### config.mk
export PLATFORM = sky130hd
export DESIGN_NAME = heq_front
export DESIGN_NICKNAME = d
export VERILOG_FILES = /design/src/rtl/heq_pkg.sv /design/src/rtl/heq_front.sv
export SDC_FILE = /design/constraint.sdc
export NUM_CORES = 1
export LEC_CHECK = 0
export BUFFER_PORTS_ARGS = -buffer_cell sky130_fd_sc_hd__buf_4
export CAP_MARGIN = 20
export CORE_ASPECT_RATIO = 0.7
export CORE_MARGIN = 8
export CORE_UTILIZATION = 55
export DETAILED_ROUTE_END_ITERATION = 12
export PLACE_DENSITY_LB_ADDON = 0.05
export SLEW_MARGIN = 20
export SYNTH_ARGS = -nofsm -noshare
export SYNTH_HDL_FRONTEND = slang
export SYNTH_SLANG_ARGS = --single-unit
export TNS_END_PERCENT = 30
### constraint.sdc
create_clock -name clk -period 2.42 [get_ports clk]
set_input_delay 0.242 -clock clk [delete_from_list [all_inputs] [get_ports clk]]
set_output_delay 0.242 -clock clk [all_outputs]
set_load 0.05 [all_outputs]
### src/rtl/heq_pkg.sv
// heq_pkg: shared types and constants for the histogram equalizer
// holds widths, item kinds, queue entry layout and the back-end state type
// no dependencies
package heq_pkg;

  localparam int unsigned NUM_LEVELS = 256;
  localparam int unsigned LVL_W      = 8;
  localparam int unsigned CNT_W      = 25;
  localparam int unsigned REM_W      = CNT_W + LVL_W;
  localparam int unsigned QUEUE_DEPTH = 4;
  localparam int unsigned QPTR_W     = 2;
  localparam int unsigned QCNT_W     = 3;

  localparam logic [CNT_W-1:0] MAX_PIXELS = 25'd16777216;
  localparam logic [LVL_W-1:0] LAST_LEVEL = 8'd255;

  localparam logic RES_MAPPED = 1'b0;
  localparam logic RES_REPORT = 1'b1;

  typedef enum logic [1:0] {
    KIND_COUNT,
    KIND_COUNT_LAST,
    KIND_MAP
  } item_kind_t;

  typedef struct packed {
    item_kind_t       kind;
    logic [LVL_W-1:0] pixel;
  } queue_entry_t;

  typedef enum logic [3:0] {
    ST_CLEAR,
    ST_IDLE,
    ST_CNT_RD,
    ST_CNT_WR,
    ST_MAP_RD,
    ST_MAP_OUT,
    ST_BLD_RD,
    ST_BLD_ACC,
    ST_BLD_DIV,
    ST_REPORT
  } back_state_t;

endpackage

### src/rtl/heq_front.sv
// heq_front: input side of the equalizer, classifies items and queues them
// depends on heq_pkg
module heq_front (
  input  logic                 clk,
  input  logic                 rst_n,
  input  logic                 in_valid,
  output logic                 in_ready,
  input  logic                 in_mode,
  input  logic [7:0]           in_pixel_value,
  input  logic                 in_last_pixel,
  input  logic                 clearing,
  output logic                 deq_valid,
  input  logic                 deq_ready,
  output heq_pkg::queue_entry_t deq_entry
);
  import heq_pkg::*;

  queue_entry_t          q_r [QUEUE_DEPTH];
  logic [QPTR_W-1:0]     wr_ptr_r, wr_ptr_nxt;
  logic [QPTR_W-1:0]     rd_ptr_r, rd_ptr_nxt;
  logic [QCNT_W-1:0]     count_r, count_nxt;
  queue_entry_t          entry;
  logic                  push, pop;

  // classify on the way in
  always_comb begin
    entry.pixel = in_pixel_value;
    if (in_mode) begin
      entry.kind = KIND_MAP;
    end else if (in_last_pixel) begin
      entry.kind = KIND_COUNT_LAST;
    end else begin
      entry.kind = KIND_COUNT;
    end
  end

  assign in_ready  = (count_r != QCNT_W'(QUEUE_DEPTH)) && !clearing;
  assign deq_valid = (count_r != '0);
  assign deq_entry = q_r[rd_ptr_r];
  assign push      = in_valid && in_ready;
  assign pop       = deq_valid && deq_ready;

  always_comb begin
    wr_ptr_nxt = push ? wr_ptr_r + 1'b1 : wr_ptr_r;
    rd_ptr_nxt = pop ? rd_ptr_r + 1'b1 : rd_ptr_r;
    count_nxt  = count_r + QCNT_W'(push) - QCNT_W'(pop);
  end

  always_ff @(posedge clk) begin
    if (!rst_n) begin
      wr_ptr_r <= '0;
      rd_ptr_r <= '0;
      count_r  <= '0;
    end else begin
      wr_ptr_r <= wr_ptr_nxt;
      rd_ptr_r <= rd_ptr_nxt;
      count_r  <= count_nxt;
    end
  end

  always_ff @(posedge clk) begin
    if (push) begin
      q_r[wr_ptr_r] <= entry;
    end
  end

endmodule

==> results.md, run 1 <==
* Status: completed
* Area of the die at 5760 µm²
* Number of fill cells at 271
* Proportion of synthesized chip area in sequential cells at 0.705
* Number of unique standard cell types used by synthesis at 22
* Maximum VDD drop at 0.584 mV
* Count of standard-cell rows at 18
* Pint at 0.00151 W
* Largest area contributor in the netlist: sky130_fd_sc_hd__edfxtp_1
* Global-route wire length before repair at 5.35 mm
* Number of flip-flops and latches in the synthesized netlist at 49
* Sum Neg Setup Slack at 0 ns
* Number of global-route vias before repair at 1036
* Warnings from Yosys at 0
* Syn_area_per_cell at 19.2 µm²
* Total length of routed wires at 3.37 mm
* Initial core utilization at 0.565
* Net switching component of the power at 0.000808 W
* Hold violation total from the final report at 0
* Maximum number of pins on one net before global-route repair at 15
* Slew Viols, Final at 0
* Routed length per placed instance at 18.2 µm
* Sequential Area at 1380 µm²
* Port bufs at 26
* Max Clock Skew at 0.00624 ns
* Start point of the worst hold path: in_pixel_value[5]
* Clock tree from TritonCTS: built
* First-iteration detailed-routing DRC count at 43
* Net Sw Frac at 0.349
* Hold path cells at 1
* Top cells by count, synth: sky130_fd_sc_hd__edfxtp_1, sky130_fd_sc_hd__dfxtp_1, sky130_fd_sc_hd__and2_1
* Total number of H-tree levels at 2
* Number of placed I/O pins at 27
* Number of antenna violations at the first check in global routing at 0
* Synth async-reset ratio at 0
* Post-synth top area share at 0.613
* Slew headroom at 0.615
* Grt ovf at 0
* Via density per instance at 5.17
* Setup repair after global routing missed its margin: no
* Area taken by multi-input logic gates at 539 µm²
* Period utilisation layout at 0.920
* Detailed placement HPWL at 2.41 mm
* Top flip-flop cell by instance count after synthesis: sky130_fd_sc_hd__edfxtp_1
* R2R Setup Slk at 0.19 ns
* Share of post-route cells with drive strength above 1 at 0.341
* Total nets after synthesis at 124
* Total clock sinks at 49
* Count of inserted antenna diode cells at 0
* Routability congestion estimate at 0.689
* Worst-skew pair later-pin latency at 0.30 ns
* Antenna-violating nets left at 0
* Crit Path Class: register to register
* Cell count after synthesis at 102
* Clock tree root buffer cell: sky130_fd_sc_hd__clkbuf_8
* Relative contribution of the clock network to total power at 0.198
* Post-layout instance area at 2300 µm²
* Cell area after placement at 2210 µm²
* Worst EP required at 2.61 ns
* Reg clk slew, reported paths at 0.09 ns
* Logic depth of the worst register-to-register path at 11
* Total global-route track usage at 0.130
* Net count reported at finish at 156
* Total via count in the routed design at 956
* Highest net fanout along the worst path at 5
* Power Total at 0.00231 W
* Max clock buf depth at 2
* Reg-to-reg critical path endpoint: count_r[2]$_SDFF_PN0_
* Inserted Clock Buffers at 5
* Most instantiated library cell after synthesis: sky130_fd_sc_hd__edfxtp_1
* Vertical die dimension at 65.9 µm
* Area overhead of the layout relative to synthesis at 17.2%
* Arrival time at the worst endpoint at 2.42 ns
* Area of the mapped netlist at 1960 µm²
* Post-Route Utilization at 0.662
* Horizontal die dimension at 87.3 µm
* Sink of the worst hold path: q_r[0][5]$_DFFE_PP_
* Post-layout min period at 2.23 ns
* Total iterations of the first detailed-routing run at 4
* Transition at the pin with the smallest max-transition slack at 0.577 ns
* Maxcap violations at 0
* Final setup violation count at 0
* Leakage power at 0.816 nW
* Element type at the critical path end: register
* Area of the core at 3470 µm²
* Number of enable-type register cells in the synthesized netlist at 40
* Kind of launch point of the worst setup path: register
* Count of unresolved DRC violations after routing at 0
* Launching point of the worst reg2reg path: count_r[0]$_SDFF_PN0_
* Highest attainable clock frequency at 449 MHz
* Cell types occupying the most area after synthesis: sky130_fd_sc_hd__edfxtp_1, sky130_fd_sc_hd__dfxtp_1, sky130_fd_sc_hd__mux4_2
* Power density over the cells at 1010 nW/µm²
* Min-Delay Path Class: primary input to register
* Share of total power in combinational logic at 0.337
* Fraction of power consumed by sequential logic at 0.464
[worst max path at each step]
stage | start | to | slack [ns]
after detailed placement | count_r[1]$_SDFF_PN0_ | count_r[2]$_SDFF_PN0_ | 0.11
after CTS | count_r[1]$_SDFF_PN0_ | count_r[2]$_SDFF_PN0_ | 0.09
after global placement | count_r[1]$_SDFF_PN0_ | count_r[2]$_SDFF_PN0_ | 0.25
final | count_r[0]$_SDFF_PN0_ | count_r[2]$_SDFF_PN0_ | 0.19
after floorplan | count_r[1]$_SDFF_PN0_ | count_r[2]$_SDFF_PN0_ | 0.23
after global routing | count_r[0]$_SDFF_PN0_ | count_r[2]$_SDFF_PN0_ | 0.05
[metrics by stage]
stage | cells | hold WS, ns | setup slack (ns)
after floorplan | 102 | 0.341 | 0.229
after global placement | 177 | 0.441 | 0.247
after detailed placement | 177 | 0.446 | 0.109
after CTS | 185 | 0.139 | 0.0897
after global routing | 185 | 0.129 | 0.0462
final | 185 | 0.144 | 0.195
[sequential cells by signal, indices dropped and copies added (netlist names), named ones only]
name / flops
rd_ptr_r: 2
q_r: 40
wr_ptr_r: 2
count_r: 3
[layout by cell type, fill, tap and decap left out]
cell / count
sky130_fd_sc_hd__a21oi_1: 1
sky130_fd_sc_hd__a21oi_4: 1
sky130_fd_sc_hd__and2_1: 7
sky130_fd_sc_hd__buf_4: 28
sky130_fd_sc_hd__clkbuf_1: 1
sky130_fd_sc_hd__clkbuf_8: 5
sky130_fd_sc_hd__clkinv_2: 2
sky130_fd_sc_hd__dfxtp_1: 8
sky130_fd_sc_hd__dfxtp_2: 1
sky130_fd_sc_hd__edfxtp_1: 40
sky130_fd_sc_hd__fa_1: 1
sky130_fd_sc_hd__ha_1: 6
sky130_fd_sc_hd__inv_1: 5
sky130_fd_sc_hd__mux2i_1: 2
sky130_fd_sc_hd__mux4_1: 4
sky130_fd_sc_hd__mux4_2: 6
sky130_fd_sc_hd__nand2_1: 4
sky130_fd_sc_hd__nand2b_1: 1
sky130_fd_sc_hd__nor2_1: 1
sky130_fd_sc_hd__nor2b_1: 4
sky130_fd_sc_hd__o311ai_2: 1
sky130_fd_sc_hd__o31a_2: 1
sky130_fd_sc_hd__or3_2: 1
sky130_fd_sc_hd__xnor2_1: 4
[repair_timing]
action                                  4_1_cts  5_1_grt
setup buffers                                 0        0
endpoints found under the setup margin        0        1
gates resized for setup                       0        1
hold buffers                                  0        0
[cell type report]
| cell class | instances | area share |
|---|---|---|
| Clock buffer | 6 | 0.0316 |
| Clock inverter | 2 | 0.00436 |
| Inverter | 5 | 0.00817 |
| Multi-Input combinational cell | 45 | 0.235 |
| Sequential cell | 49 | 0.602 |
| Tap cell | 50 | 0.0272 |
| Timing Repair Buffer | 28 | 0.0916 |
[power by group through the flow]
stage	clock network [W]	logic [W]	registers (W)
finish	0.000459	0.000780	0.00107
global route	0.000504	0.000831	0.00109
CTS	0.000464	0.000793	0.00108
detailed placement	0	0.000790	0.00110
global placement	0	0.000775	0.00109
floorplan	0	0.000623	0.00104
[worst max-delay path: stages (launching register included)]
cell and delay (ns):
sky130_fd_sc_hd__dfxtp_1 0.44, sky130_fd_sc_hd__nor2_1 0.12, sky130_fd_sc_hd__a21oi_4 0.17, sky130_fd_sc_hd__inv_1 0.06
sky130_fd_sc_hd__ha_1 0.29, sky130_fd_sc_hd__inv_1 0.07, sky130_fd_sc_hd__ha_1 0.13, sky130_fd_sc_hd__inv_1 0.05
sky130_fd_sc_hd__fa_1 0.37, sky130_fd_sc_hd__xnor2_1 0.15, sky130_fd_sc_hd__xnor2_1 0.13, sky130_fd_sc_hd__and2_1 0.15
[layer usage]
layer,vias up,wire length (µm),global-route usage,part of all wire
met5,-,0,0,0
met4,0,21,0.0320,0.0062
met3,2,238,0.0471,0.071
met2,29,1700,0.224,0.50
met1,473,1410,0.150,0.42
li1,452,-,-,-
[cell families after synthesis]
family,share of synthesized area
mux,0.133
buf+inv,0.0198
compound gates,0.0243
flops,0.705
simple gates,0.0517
fa+ha+maj,0.0485
xor+xnor,0.0179
Note: power is estimated with default switching activity, not from simulation.
==> inputs of run 2 (changes only) <==
Settings changed: SETUP_SLACK_MARGIN from default to 0.5.
==> results.md, run 2 (synthesized netlist as in run 1, its figures left out) <==
* Routability congestion estimate at 0.713 (was 0.689)
* WHS at 0.142 ns (was 0.144 ns)
* Total via count in the routed design at 985 (was 956)
* Critical path's slowest cell: sky130_fd_sc_hd__dfxtp_4 (was sky130_fd_sc_hd__dfxtp_1)
* Total clock sinks at 49 (unchanged)
* Setup repair after global routing missed its margin: yes (was no)
* Crit Path Class: register to register (unchanged)
* Detailed placement HPWL at 2.18 mm (was 2.41 mm)
* First-iteration detailed-routing DRC count at 77 (was 43)
* Max clock buf depth at 2 (unchanged)
* Reg clk slew, reported paths at 0.09 ns (about the same)
* Power density over the cells at 1030 nW/µm² (was 1010 nW/µm²)
* Pint at 0.00165 W (was 0.00151 W)
* Count of unresolved DRC violations after routing at 0 (unchanged)
* Stage delay of the slowest cell on the critical path at 0.37 ns (was 0.44 ns)
* Total global-route track usage at 0.121 (was 0.130)
* Period utilisation layout at 0.829 (was 0.920)
* Routed length on met2 at 1.60 mm (was 1.70 mm)
* Highest attainable clock frequency at 499 MHz (was 449 MHz)
* Fraction of power consumed by sequential logic at 0.433 (was 0.464)
* Port bufs at 26 (unchanged)
* Status: completed (unchanged)
* Slew headroom at 0.614 (was 0.615)
* Worst path buffer plus inverter count at 2 (was 3)
* Number of placed I/O pins at 27 (unchanged)
* Share of post-route cells with drive strength above 1 at 0.446 (was 0.341)
* Total routed wire length on the met1 layer at 1.42 mm (was 1.41 mm)
* Routed length on met3 at 157 µm (was 238 µm)
* Post-layout instance area at 2420 µm² (was 2300 µm²)
* Initial core utilization at 0.565 (unchanged)
* Area of the core at 3470 µm² (unchanged)
* Total iterations of the first detailed-routing run at 4 (unchanged)
* Max Clock Skew at 0.0104 ns (was 0.00624 ns)
* Hold violation total from the final report at 0 (unchanged)
* Kind of launch point of the worst setup path: register (unchanged)
* Area overhead of the layout relative to synthesis at 23.4% (was 17.2%)
* Maximum number of pins on one net before global-route repair at 17 (was 15)
* Leakage power at 0.854 nW (was 0.816 nW)
* Cell area after placement at 2260 µm² (was 2210 µm²)
* Register ranked first by flip-flop count: q_r (unchanged)
* Highest routed layer: met4 (unchanged)
* Most common cell after layout, fill and taps aside: sky130_fd_sc_hd__edfxtp_1 (unchanged)
* Hold buffers post-CTS at 0 (unchanged)
* Total length of routed wires at 3.21 mm (was 3.37 mm)
* Net count reported at finish at 160 (was 156)
* Vertical die dimension at 65.9 µm (unchanged)
* Net switching component of the power at 0.000844 W (was 0.000808 W)
* Arrival time at the worst endpoint at 2.21 ns (was 2.42 ns)
* Number of antenna violations at the first check in global routing at 0 (unchanged)
* Largest delay contributor family on the critical path: adder cells (unchanged)
* Highest net fanout along the worst path at 4 (was 5)
* Final setup violation count at 0 (unchanged)
* CP Cell Sequence: o31a_4, ha_4, inv_2, ha_4, inv_2, fa_2, xnor2_2, xnor2_1, and2_1 (was nor2_1, a21oi_4, inv_1, ha_1, inv_1, ha_1, inv_1, fa_1, xnor2_1, xnor2_1, and2_1)
* Transition at the pin with the smallest max-transition slack at 0.579 ns (was 0.577 ns)
* Post-Route Utilization at 0.697 (was 0.662)
* Global-route wire length before repair at 5.03 mm (was 5.35 mm)
* Net Sw Frac at 0.339 (was 0.349)
* Total number of H-tree levels at 2 (unchanged)
* Count of inserted antenna diode cells at 0 (unchanged)
* Inserted Clock Buffers at 5 (unchanged)
* Biggest regs: q_r x40, count_r x3 (unchanged)
* Antenna-violating nets left at 0 (unchanged)
* Slew Viols, Final at 0 (unchanged)
* Routed length per placed instance at 17.0 µm (was 18.2 µm)
* Maxcap violations at 0 (unchanged)
* Area of the die at 5760 µm² (unchanged)
* Via density per instance at 5.21 (was 5.17)
* Worst EP required at 2.62 ns (was 2.61 ns)
* Sum Neg Setup Slack at 0 ns (unchanged)
* Commonest cells after routing, fill and taps aside: sky130_fd_sc_hd__edfxtp_1, sky130_fd_sc_hd__buf_4, sky130_fd_sc_hd__and2_1 (was sky130_fd_sc_hd__edfxtp_1, sky130_fd_sc_hd__buf_4, sky130_fd_sc_hd__dfxtp_1)
* Clock tree root buffer cell: sky130_fd_sc_hd__clkbuf_8 (unchanged)
* Worst-skew pair later-pin latency at 0.30 ns (about the same)
* Maximum VDD drop at 0.580 mV (was 0.584 mV)
* Grt ovf at 0 (unchanged)
* Horizontal die dimension at 87.3 µm (unchanged)
* Clock tree from TritonCTS: built (unchanged)
* Relative contribution of the clock network to total power at 0.214 (was 0.198)
* Max reg flops at 40 (unchanged)
* Element type at the critical path end: register (unchanged)
* Count of standard-cell rows at 18 (unchanged)
* Post-layout min period at 2.01 ns (was 2.23 ns)
* Number of global-route vias before repair at 1023 (was 1036)
* Min-Delay Path Class: primary input to register (unchanged)
* Share of total power in combinational logic at 0.353 (was 0.337)
run 2: cell count changes in the layout (fill, tap and decap cells not counted), moves of 2 or more:
cell                       delta
sky130_fd_sc_hd__inv_1        -3
sky130_fd_sc_hd__ha_4         +2
sky130_fd_sc_hd__clkinv_2     -2
sky130_fd_sc_hd__dfxtp_1      -3
sky130_fd_sc_hd__buf_4        +3
sky130_fd_sc_hd__dfxtp_4      +3
sky130_fd_sc_hd__ha_1         -2
sky130_fd_sc_hd__inv_2        +3
run 2: through the flow:
| stage | setup slack (ns) | power (W) | std cells |
|---|---|---|---|
| global placement | 0.307 | 0.00193 | 176 |
| finish | 0.415 | 0.00249 | 189 |
| CTS | 0.395 | 0.00249 | 186 |
| detailed placement | 0.260 | 0.00194 | 176 |
| floorplan | 0.425 | 0.00173 | 102 |
| global route | 0.356 | 0.00261 | 189 |
run 2: timing repair:
action	4_1_cts	5_1_grt
endpoints found under the setup margin	7	4
pin swaps	4	1
buffers inserted	2	3
gates resized for setup	4	0
gates cloned	0	0
run 2: metal layers:
metal,vias up,GRT usage
met4,0,0.0448
met5,-,0
met3,4,0.0385
li1,459,-
met1,503,0.150
met2,19,0.193
run 2: worst paths after layout:
path,from,cells after the start,endpoint,slack (ns)
setup / recovery,count_r[0]$_SDFF_PN0_,9,count_r[2]$_SDFF_PN0_,0.41
hold / removal,in_pixel_value[1],1,q_r[3][1]$_DFFE_PP_,0.14
setup reg to reg,count_r[0]$_SDFF_PN0_,9,count_r[2]$_SDFF_PN0_,0.41
hold reg to reg,wr_ptr_r[0]$_SDFFE_PN0P_,2,wr_ptr_r[0]$_SDFFE_PN0P_,0.50
run 2: cell type report:
| class | count | area, µm² |
|---|---|---|
| inverters | 5 | 18.8 |
| fillers | 245 | 1050 |
| repair buffers | 32 | 244 |
| clock buffers | 6 | 93.8 |
| multi-input cells | 45 | 589 |
| well taps | 50 | 62.6 |
| clock inverters | 2 | 16.3 |
| flip-flops and latches | 49 | 1390 |
run 2: worst reg2reg max path, delay by kind of cell (launching register included):
kind                       cells  cell delay, ns
AOI/OAI and AO/OA              1            0.37
xor gates and xnor gates       2            0.26
adders and majority gates      3            0.68
buffers and inverters          2            0.09
DFF                            1            0.37
and+or+nand+nor                1            0.15
run 2: power by group through the flow:
| stage | clock network, W | registers [W] | logic (W) |
|---|---|---|---|
| global route | 0.000577 | 0.00109 | 0.000937 |
| finish | 0.000534 | 0.00108 | 0.000879 |
| CTS | 0.000543 | 0.00109 | 0.000862 |
| floorplan | 0 | 0.00106 | 0.000666 |
| detailed placement | 0 | 0.00111 | 0.000836 |
| global placement | 0 | 0.00110 | 0.000824 |
